==> config.mk <==
export PLATFORM = sky130hd
export DESIGN_NAME = four_level_page_table_walker
export DESIGN_NICKNAME = d
export VERILOG_FILES = /design/src/flptw_pkg.sv /design/src/four_level_page_table_walker.sv
export VERILOG_INCLUDE_DIRS = /design/src /design/src/src
export SDC_FILE = /design/constraint.sdc
export NUM_CORES = 2
export LEC_CHECK = 0
export ABC_AREA = 1
export BUFFER_PORTS_ARGS = -buffer_cell sky130_fd_sc_hd__buf_2
export CAP_MARGIN = 20
export CORE_MARGIN = 2
export CORE_UTILIZATION = 55
export DETAILED_ROUTE_END_ITERATION = 7
export GPL_TIMING_DRIVEN = 1
export PLACE_DENSITY = 0.75
export SETUP_SLACK_MARGIN = 0.2
export SKIP_CTS_REPAIR_TIMING = 1
export SLEW_MARGIN = 25
export SYNTH_ARGS = -nofsm -noshare
export SYNTH_HDL_FRONTEND = slang
export SYNTH_SLANG_ARGS = --single-unit
==> constraint.sdc <==
create_clock -name clk -period 10.55 [get_ports clk]
set_input_delay 1.055 -clock clk [delete_from_list [all_inputs] [get_ports clk]]
set_output_delay 1.055 -clock clk [all_outputs]
set_load 0.03 [all_outputs]
==> src/four_level_page_table_walker_assert.svh <==
// Assertion macros for the four-level page table walker.
// Used by four_level_page_table_walker.sv; expects clk and rst_n in scope.
`ifndef FOUR_LEVEL_PAGE_TABLE_WALKER_ASSERT_SVH
`define FOUR_LEVEL_PAGE_TABLE_WALKER_ASSERT_SVH

// Consequent must hold in the same cycle as the antecedent.
`define FLPTW_ASSERT_SAME(lbl, ante, cons, msg) \
  lbl: assert property (@(posedge clk) disable iff (!rst_n) (ante) |-> (cons)) \
    else $error(msg);

// Consequent must hold in the cycle after the antecedent.
`define FLPTW_ASSERT_NEXT(lbl, ante, cons, msg) \
  lbl: assert property (@(posedge clk) disable iff (!rst_n) (ante) |=> (cons)) \
    else $error(msg);

`endif

==> src/flptw_pkg.sv <==
// Package for the four-level page table walker: codes, result record type
// and the entry address helper. No dependencies.
package flptw_pkg;

  localparam int PA_W            = 52;
  localparam int PHYS_ADDR_BITS_D = 52;
  localparam int LEVELS          = 4;
  localparam int OUT_DEPTH       = 4;
  localparam int OUT_PTR_W       = $clog2(OUT_DEPTH);

  // command carried in in_tuser
  localparam logic CMD_TRANSLATE = 1'b0;
  localparam logic CMD_ENTRY     = 1'b1;

  // access kinds; the unused code behaves as a read
  localparam logic [1:0] ACC_READ  = 2'd0;
  localparam logic [1:0] ACC_WRITE = 2'd1;
  localparam logic [1:0] ACC_FETCH = 2'd2;

  // result kinds
  localparam logic [2:0] KIND_MEM_READ  = 3'd0;
  localparam logic [2:0] KIND_MEM_WRITE = 3'd1;
  localparam logic [2:0] KIND_DONE      = 3'd2;
  localparam logic [2:0] KIND_FAULT     = 3'd3;
  localparam logic [2:0] KIND_NONCANON  = 3'd4;

  // fault reasons
  localparam logic [2:0] RSN_NOT_PRESENT = 3'd0;
  localparam logic [2:0] RSN_USER        = 3'd1;
  localparam logic [2:0] RSN_WP          = 3'd2;
  localparam logic [2:0] RSN_XD          = 3'd3;
  localparam logic [2:0] RSN_RSVD        = 3'd4;

  // page size codes
  localparam logic [1:0] SIZE_4K = 2'd0;
  localparam logic [1:0] SIZE_2M = 2'd1;
  localparam logic [1:0] SIZE_1G = 2'd2;

  // configuration register indexes
  localparam logic [1:0] REG_CR3 = 2'd0;
  localparam logic [1:0] REG_WP  = 2'd1;
  localparam logic [1:0] REG_NX  = 2'd2;

  typedef enum logic [1:0] {
    LVL_PML4 = 2'd0,
    LVL_PDPT = 2'd1,
    LVL_PD   = 2'd2,
    LVL_PT   = 2'd3
  } level_t;

  typedef struct packed {
    logic [2:0]      kind;
    logic [PA_W-1:0] mem_address;
    logic [63:0]     mem_write_data;
    logic [63:0]     virt_page;
    logic [PA_W-1:0] frame_base;
    logic [1:0]      page_size_code;
    logic [2:0]      permissions;
    logic            dirty;
    logic [2:0]      fault_reason;
    logic [4:0]      error_code;
    logic            last;
  } result_t;

  // Table base with the 9-bit index of this level placed at bits 11:3.
  function automatic logic [PA_W-1:0] entry_addr(input logic [PA_W-1:0] tbl,
                                                 input level_t lvl,
                                                 input logic [63:0] lin);
    logic [8:0] idx;
    case (lvl)
      LVL_PML4: idx = lin[47:39];
      LVL_PDPT: idx = lin[38:30];
      LVL_PD:   idx = lin[29:21];
      default:  idx = lin[20:12];
    endcase
    return {tbl[PA_W-1:12], idx, 3'b000};
  endfunction

  // Offset mask of a page of the given size.
  function automatic logic [63:0] page_mask(input logic [1:0] size);
    case (size)
      SIZE_1G: return 64'h0000_0000_3FFF_FFFF;
      SIZE_2M: return 64'h0000_0000_001F_FFFF;
      default: return 64'h0000_0000_0000_0FFF;
    endcase
  endfunction

endpackage

==> src/four_level_page_table_walker.sv <==
// A result passes through the input register and then the result queue before it is offered;
// a second result of the same transaction enters the queue with the first and follows it.
// Throughput: one input transaction per cycle while the result queue has room for its results,
// set by the single-pass check logic and a four-entry queue; each result takes one queue slot.
// Reset (rst_n low, synchronous): idle, level PML4, result queue and config registers cleared.
module four_level_page_table_walker
  import flptw_pkg::*;
#(
  parameter int PHYS_ADDR_BITS = PHYS_ADDR_BITS_D
) (
  input  logic         clk,
  input  logic         rst_n,
  // in_tdata: lin_addr[63:0], acc_kind[65:64], user_mode[66],
  //           read_data[130:67], zero fill
  input  logic         in_tvalid,
  output logic         in_tready,
  input  logic [135:0] in_tdata,
  // in_tuser: cmd[0]
  input  logic         in_tuser,
  // out_tdata: mem_address[51:0], mem_write_data[115:52], virt_page[179:116],
  //            frame_base[231:180], page_size_code[233:232], permissions[236:234],
  //            dirty[237], fault_reason[240:238], error_code[245:241], zero fill
  output logic         out_tvalid,
  input  logic         out_tready,
  output logic [247:0] out_tdata,
  // out_tuser: result_kind[2:0]
  output logic [2:0]   out_tuser,
  output logic         out_tlast,
  input  logic         cfg_psel,
  input  logic         cfg_penable,
  input  logic         cfg_pwrite,
  input  logic [4:0]   cfg_paddr,
  input  logic [63:0]  cfg_pwdata,
  output logic [63:0]  cfg_prdata,
  output logic         cfg_pready
);

  localparam logic [PA_W-1:0] ADDR_MASK = PA_W'((65'd1 << PHYS_ADDR_BITS) - 65'd1);

  // configuration
  logic [PA_W-1:0] cr3_r;
  logic            wp_r;
  logic            nx_r;
  logic [1:0]      reg_idx;
  logic            cfg_wr;

  // input register
  logic        in_v_r;
  logic        in_cmd_r;
  logic [63:0] in_lin_r;
  logic [1:0]  in_acc_r;
  logic        in_usr_r;
  logic [63:0] in_rd_r;

  // walk state
  logic            busy_r, busy_nxt;
  level_t          lvl_r, lvl_nxt;
  logic [63:0]     lin_r, lin_nxt;
  logic [1:0]      acc_r, acc_nxt;
  logic            usr_r, usr_nxt;
  logic [2:0]      perms_r, perms_nxt;
  logic [PA_W-1:0] pend_r, pend_nxt;

  // result queue
  result_t             fifo_q [OUT_DEPTH];
  logic [OUT_PTR_W-1:0] wp_ptr_r, rp_ptr_r;
  logic [OUT_PTR_W:0]   cnt_r;
  logic                 pop;

  // processing
  logic       proc_go;
  logic [1:0] n_res;
  result_t    res0, res1;

  logic            canon;
  logic            huge, leaf;
  logic            f_np, f_rsvd, f_user, f_wp, f_xd, any_fault;
  logic [2:0]      reason;
  logic [2:0]      ent_perms, acc_perms;
  logic            is_wr, is_fetch;
  logic [63:0]     upd;
  logic [1:0]      size;
  logic [63:0]     low_mask;
  level_t          lvl_inc;

  // assertion terms
  logic            walk_end;
  logic            rd_issue;

  // ---------------------------------------------------------------- config
  assign cfg_pready = 1'b1;
  assign reg_idx    = cfg_paddr[4:3];
  assign cfg_wr     = cfg_psel && cfg_penable && cfg_pwrite && cfg_pready;

  always_ff @(posedge clk) begin
    if (!rst_n) begin
      cr3_r <= '0;
      wp_r  <= 1'b0;
      nx_r  <= 1'b0;
    end else if (cfg_wr) begin
      unique case (reg_idx)
        REG_CR3: cr3_r <= cfg_pwdata[PA_W-1:0];
        REG_WP:  wp_r  <= cfg_pwdata[0];
        REG_NX:  nx_r  <= cfg_pwdata[0];
        default: ;
      endcase
    end
  end

  always_comb begin
    unique case (reg_idx)
      REG_CR3: cfg_prdata = {{(64-PA_W){1'b0}}, cr3_r};
      REG_WP:  cfg_prdata = {63'b0, wp_r};
      REG_NX:  cfg_prdata = {63'b0, nx_r};
      default: cfg_prdata = '0;
    endcase
  end

  // ---------------------------------------------------------- input stage
  // queue has room for this transaction's results whenever cnt_r + n_res fits
  assign proc_go   = in_v_r && (({1'b0, cnt_r} + {{(OUT_PTR_W){1'b0}}, n_res})
                                <= (OUT_PTR_W+2)'(OUT_DEPTH));
  assign in_tready = !in_v_r || proc_go;

  always_ff @(posedge clk) begin
    if (!rst_n) begin
      in_v_r <= 1'b0;
    end else if (in_tready) begin
      in_v_r <= in_tvalid;
    end
  end

  always_ff @(posedge clk) begin
    if (in_tready && in_tvalid) begin
      in_cmd_r <= in_tuser;
      in_lin_r <= in_tdata[63:0];
      in_acc_r <= in_tdata[65:64];
      in_usr_r <= in_tdata[66];
      in_rd_r  <= in_tdata[130:67];
    end
  end

  // ------------------------------------------------------------ entry checks
  assign canon     = (&in_lin_r[63:47]) || !(|in_lin_r[63:47]);
  assign huge      = in_rd_r[7];
  assign leaf      = (lvl_r == LVL_PT) ||
                     (((lvl_r == LVL_PDPT) || (lvl_r == LVL_PD)) && huge);
  assign is_wr     = (acc_r == ACC_WRITE);
  assign is_fetch  = (acc_r == ACC_FETCH);
  assign ent_perms = {!in_rd_r[63], in_rd_r[2], in_rd_r[1]};
  assign acc_perms = perms_r & ent_perms;

  assign f_np   = !in_rd_r[0];
  assign f_rsvd = (|(in_rd_r[PA_W-1:0] & ~ADDR_MASK)) ||
                  (!nx_r && in_rd_r[63]) ||
                  ((lvl_r == LVL_PML4) && huge) ||
                  (leaf && (lvl_r == LVL_PDPT) && (|in_rd_r[29:13])) ||
                  (leaf && (lvl_r == LVL_PD) && (|in_rd_r[20:13]));
  assign f_user = leaf && usr_r && !acc_perms[1];
  assign f_wp   = leaf && is_wr && !acc_perms[0] && (usr_r || wp_r);
  assign f_xd   = leaf && is_fetch && !acc_perms[2];
  assign any_fault = f_np || f_rsvd || f_user || f_wp || f_xd;

  always_comb begin
    if (f_np)        reason = RSN_NOT_PRESENT;
    else if (f_rsvd) reason = RSN_RSVD;
    else if (f_user) reason = RSN_USER;
    else if (f_wp)   reason = RSN_WP;
    else             reason = RSN_XD;
  end

  // set accessed, and dirty on a write to a leaf
  assign upd = in_rd_r | 64'h20 | ((leaf && is_wr) ? 64'h40 : 64'h0);

  always_comb begin
    if (leaf && (lvl_r == LVL_PDPT))    size = SIZE_1G;
    else if (leaf && (lvl_r == LVL_PD)) size = SIZE_2M;
    else                                size = SIZE_4K;
  end
  assign low_mask = page_mask(size);
  assign lvl_inc  = level_t'(lvl_r + 2'd1);

  // ------------------------------------------------------------- decision
  always_comb begin
    n_res     = 2'd0;
    res0      = '0;
    res1      = '0;
    busy_nxt  = busy_r;
    lvl_nxt   = lvl_r;
    lin_nxt   = lin_r;
    acc_nxt   = acc_r;
    usr_nxt   = usr_r;
    perms_nxt = perms_r;
    pend_nxt  = pend_r;
    if (in_cmd_r == CMD_TRANSLATE) begin
      if (!busy_r) begin
        n_res     = 2'd1;
        res0.last = 1'b1;
        if (!canon) begin
          res0.kind = KIND_NONCANON;
        end else begin
          lin_nxt          = in_lin_r;
          acc_nxt          = in_acc_r;
          usr_nxt          = in_usr_r;
          perms_nxt        = 3'b111;
          lvl_nxt          = LVL_PML4;
          busy_nxt         = 1'b1;
          pend_nxt         = entry_addr(cr3_r & ADDR_MASK, LVL_PML4, in_lin_r) & ADDR_MASK;
          res0.kind        = KIND_MEM_READ;
          res0.mem_address = pend_nxt;
        end
      end
    end else if (busy_r) begin
      if (any_fault) begin
        n_res             = 2'd1;
        busy_nxt          = 1'b0;
        res0.kind         = KIND_FAULT;
        res0.fault_reason = reason;
        res0.error_code   = {is_fetch && nx_r, reason == RSN_RSVD, usr_r, is_wr,
                             reason != RSN_NOT_PRESENT};
        res0.last         = 1'b1;
      end else begin
        perms_nxt = acc_perms;
        // final result goes in res1; shift it down when no write-back is needed
        if (leaf) begin
          busy_nxt            = 1'b0;
          res1.kind           = KIND_DONE;
          res1.mem_address    = pend_r;
          res1.virt_page      = lin_r & ~low_mask;
          res1.frame_base     = upd[PA_W-1:0] & ADDR_MASK & ~low_mask[PA_W-1:0];
          res1.page_size_code = size;
          res1.permissions    = acc_perms;
          res1.dirty          = upd[6];
          res1.last           = 1'b1;
        end else begin
          lvl_nxt          = lvl_inc;
          pend_nxt         = entry_addr(in_rd_r[PA_W-1:0] & ADDR_MASK, lvl_inc, lin_r)
                             & ADDR_MASK;
          res1.kind        = KIND_MEM_READ;
          res1.mem_address = pend_nxt;
          res1.last        = 1'b1;
        end
        if (upd != in_rd_r) begin
          n_res               = 2'd2;
          res0.kind           = KIND_MEM_WRITE;
          res0.mem_address    = pend_r;
          res0.mem_write_data = upd;
        end else begin
          n_res = 2'd1;
          res0  = res1;
        end
      end
    end
  end

  always_ff @(posedge clk) begin
    if (!rst_n) begin
      busy_r <= 1'b0;
      lvl_r  <= LVL_PML4;
    end else if (proc_go) begin
      busy_r <= busy_nxt;
      lvl_r  <= lvl_nxt;
    end
  end

  always_ff @(posedge clk) begin
    if (proc_go) begin
      lin_r   <= lin_nxt;
      acc_r   <= acc_nxt;
      usr_r   <= usr_nxt;
      perms_r <= perms_nxt;
      pend_r  <= pend_nxt;
    end
  end

  // ---------------------------------------------------------- result queue
  assign pop = out_tvalid && out_tready;

  always_ff @(posedge clk) begin
    if (proc_go && (n_res != 2'd0)) begin
      fifo_q[wp_ptr_r] <= res0;
    end
    if (proc_go && (n_res == 2'd2)) begin
      fifo_q[wp_ptr_r + OUT_PTR_W'(1)] <= res1;
    end
  end

  always_ff @(posedge clk) begin
    if (!rst_n) begin
      wp_ptr_r <= '0;
      rp_ptr_r <= '0;
      cnt_r    <= '0;
    end else begin
      if (proc_go) begin
        wp_ptr_r <= wp_ptr_r + OUT_PTR_W'(n_res);
      end
      if (pop) begin
        rp_ptr_r <= rp_ptr_r + OUT_PTR_W'(1);
      end
      cnt_r <= cnt_r + (proc_go ? (OUT_PTR_W+1)'(n_res) : '0) - (OUT_PTR_W+1)'(pop);
    end
  end

  assign out_tvalid = (cnt_r != '0);
  assign out_tuser  = fifo_q[rp_ptr_r].kind;
  assign out_tlast  = fifo_q[rp_ptr_r].last;
  assign out_tdata  = {2'b00,
                       fifo_q[rp_ptr_r].error_code,
                       fifo_q[rp_ptr_r].fault_reason,
                       fifo_q[rp_ptr_r].dirty,
                       fifo_q[rp_ptr_r].permissions,
                       fifo_q[rp_ptr_r].page_size_code,
                       fifo_q[rp_ptr_r].frame_base,
                       fifo_q[rp_ptr_r].virt_page,
                       fifo_q[rp_ptr_r].mem_write_data,
                       fifo_q[rp_ptr_r].mem_address};

  // ------------------------------------------------------------ assertions
  assign walk_end = proc_go && (n_res != 2'd0) && (in_cmd_r == CMD_ENTRY) &&
                    ((res0.kind == KIND_FAULT) || (res1.kind == KIND_DONE));
  assign rd_issue = proc_go && (n_res != 2'd0) && (res0.kind == KIND_MEM_READ);

`include "four_level_page_table_walker_assert.svh"

  `FLPTW_ASSERT_SAME(a_queue_bound, 1'b1, cnt_r <= (OUT_PTR_W+1)'(OUT_DEPTH), "queue overflow")
  `FLPTW_ASSERT_NEXT(a_end_clears_busy, walk_end, !busy_r, "walk end left busy set")
  `FLPTW_ASSERT_NEXT(a_read_sets_busy, rd_issue, busy_r, "entry read issued while idle")

endmodule

==> reports/qor.txt <==
DR DRC count - 0
hold worst-path end - lin_r[38]$_DFFE_PP_
Final #Nets - 6063
clock tree sinks - 1182
FFs w/ async S/R, synth - 0
row cnt - 113
Setup CP Type - reg2reg
final clock period utilization by the worst path - 0.700
outcome - completed
TritonCTS Buffers - 116
reg2reg path depth - 24
CP Max Fanout - 51
DR WL/cell - 24.0 um
M3 GR Usage - 0.0758
RSZ-0062 raised after global routing - no
vias in the first global route - 40600
global-route track usage on met1 - 0.451
Main synth FF type - edfxtp_1
GR peak layer - met2
Hold Crit Class - reg2reg
critical path required time - 11100 ps
Synth area leaders - edfxtp_1 47%, dfxtp_1 14%, nand2_1 6.7%, o21ai_0 6.6%, nor2_1 5.7%
die area - 0.0974 mm2
Worst-Skew Late Latency - 730 ps
R2R Setup Slk - 3170 ps
final hold vios - 0
critical path launch point type - flip-flop
min Tclk post-route - 7380 ps
Die Y - 312 um
number of buffers added on ports - 457
sw frac - 0.338
clk_skew - 31.2 ps
gr usage total - 0.343
core area - 0.0946 mm2
MaxCap Viol Count - 0
IR drop worst, VDD - 0.144 mV
most common cell after layout, fill and taps aside - nand2_1
H-tree depth - 3
Seq pwr share - 0.420
Synth Warn # - 0
drt pass-1 iters - 7
Post-synth EDFFs - 823
first-pass GRT wire length - 253000 um
post-layout instance area - 0.0592 mm2
Die W - 312 um
Placer Congestion - 0.886
largest net degree at the start of global routing - 225
met2 usage - 0.523
via count - 44100
Detailed Place HPWL - 101000 um
clock share of power - 0.336
Setup Viol. Count Final - 0
synthesized area - 0.0522 mm2
actual slew at the worst max-slew pin - 1100 ps
Starting Density - 0.552
Slew HR - 0.266
Worst Setup End Kind - flip-flop
share of cells above drive strength 1 - 0.146
syn_area_per_cell - 9.32 um2
Fmax achieved - 0.135 GHz
drt via density - 6.12
Max Buffers Root-to-Sink - 3
Root Driver - clkbuf_16
area grow syn2layout - 13.3%
final wirelength - 173000 um
leakage - 21.2 nW
area leader, netlist - edfxtp_1
TNS Setup - 0 ps
Int Power - 8.64 mW
commonest non-fill, non-tap cells in the layout - 929 x nand2_1, 823 x edfxtp_1, 786 x nor2_1
flops & latches, synth - 1182
min-delay src - in_lin_r[38]$_DFFE_PP_
Worst-path clk slew - 70 ps
Worst R2R End - fifo_q[3][187]$_SDFFE_PP0P_
1st-iter DRT viols - 6372
total grt overflow - 0
part of the power in combinational logic - 0.244
TritonCTS clock tree - done
IO Pins - 532
post-synthesis sequential area ratio - 0.611
Switch Pwr - 4.42 mW
count of cell types in the netlist - 44
antenna violations before repair - 10
Cells on Worst Hold Path - 0
post-route ant nets - 0
Synth Instances - 5601
Arrival @ worst endpoint - 7940 ps
cell area after placement - 0.0550 mm2
Yosys top cell area share - 0.473
Pwr Density - 221 mW/mm2
Slew Viols, Final - 0
worst r2r src - lvl_r[0]$_SDFFE_PN0P_
==> sequential cells by signal (all words and copies together) (netlist names), 2 cells and up, named ones only <==
register / count
wp_ptr_r: 2
rp_ptr_r: 2
pend_r: 49
lvl_r: 2
lin_r: 52
in_lin_r: 52
acc_r: 2
in_acc_r: 2
cr3_r: 52
fifo_q: 888
cnt_r: 3
in_rd_r: 64
perms_r: 3
==> per-stage QoR <==
step	hold slack (ps)	total power, mW	std cells	setup slack, ps	util
after floorplan	400	7.59	5641	1440	-
after global placement	402	8.63	6981	3630	0.581
after detailed placement	405	8.69	6982	3480	0.582
after CTS	417	13.0	7202	3420	0.625
after global routing	419	13.5	7208	2880	0.625
final	413	13.1	7210	3170	0.625
==> per-layer routing <==
| metal | vias up | wire, um |
|---|---|---|
| met2 | 3088 | 77100 |
| li1 | 19700 | - |
| met5 | - | 50 |
| met1 | 20800 | 62000 |
| met4 | 8 | 11700 |
| met3 | 530 | 21900 |
==> synth_stat cells (all sizes together) (3+ instances only) <==
library cell and instances:
clkinv 7, a21oi 545, inv 317, clkbuf 296, buf 180, or2 55
o21ai 689, o211ai 14, o211a 3, nand3 142, nor2 795, nand4 61
ha 12, nor3 6, nand2 941, edfxtp 823, o22ai 338, nor4 4
dfxtp 359
==> final cells by class <==
cell class | instances | area, um2
fill | 7631 | 35400
sequential | 1182 | 31900
multi-input combinational | 3659 | 17200
clock buffer | 172 | 3490
timing repair buffer | 553 | 3130
tap | 1265 | 1580
inverter | 324 | 1240
clock inverter | 48 | 584
antenna | 7 | 17.5
==> how the worst max path moves through the flow <==
stage                          start                           to  slack, ps  cells after the start
2_1_floorplan  lvl_r[0]$_SDFFE_PN0P_        in_acc_r[0]$_DFFE_PP_       1440                     17
3_5_place_dp   lvl_r[0]$_SDFFE_PN0P_     fifo_q[3][228]$_DFFE_PP_       3480                     23
6_report       lvl_r[0]$_SDFFE_PN0P_  fifo_q[3][187]$_SDFFE_PP0P_       3170                     24
3_3_place_gp   lvl_r[0]$_SDFFE_PN0P_  fifo_q[3][148]$_SDFFE_PP0P_       3630                     24
4_1_cts        lvl_r[0]$_SDFFE_PN0P_     fifo_q[3][233]$_DFFE_PP_       3420                     23
5_1_grt        lvl_r[1]$_SDFFE_PN0P_  fifo_q[3][187]$_SDFFE_PP0P_       2880                     24
==> logic make-up (layout without fill, tap and decap cells) <==
kind of cell    count (synthesis)  count (layout)  synth area share
fa+ha+maj                      14              14           0.00364
simple gates                 2006            2006             0.156
compound gates               1593            1593             0.163
xor+xnor                        4               4          0.000671
flops                        1182            1182             0.611
other cells                     2              49          0.000144
buf+inv                       800            1097            0.0651
==> critical path, cell delays in order (launching register included) <==
cell and delay [ps]:
dfxtp_1 410, ha_1 500, inv_2 60, nand2_2 100
buf_4 580, nand2_1 260, o21ai_4 340, clkinv_2 390
nor2_4 350, o21bai_1 140, ha_1 220, inv_1 70
fa_1 160, inv_1 50, o21ai_2 180, nand4_4 210
nor2_4 250, nand3_4 460, inv_2 230, nand2_4 470
nand2_8 470, clkinv_2 590, buf_12 410, nand2_1 110
o21ai_0 100
==> power by group through the flow <==
stage          combinational, mW  sequential (mW)  clock (mW)
6_report                    3.18             5.48        4.39
5_1_grt                     3.36             5.51        4.58
4_1_cts                     3.13             5.48        4.39
3_5_place_dp                3.12             5.57           0
3_3_place_gp                3.07             5.56           0
2_1_floorplan               2.07             5.52           0
Note: power is estimated with default switching activity, not from simulation.
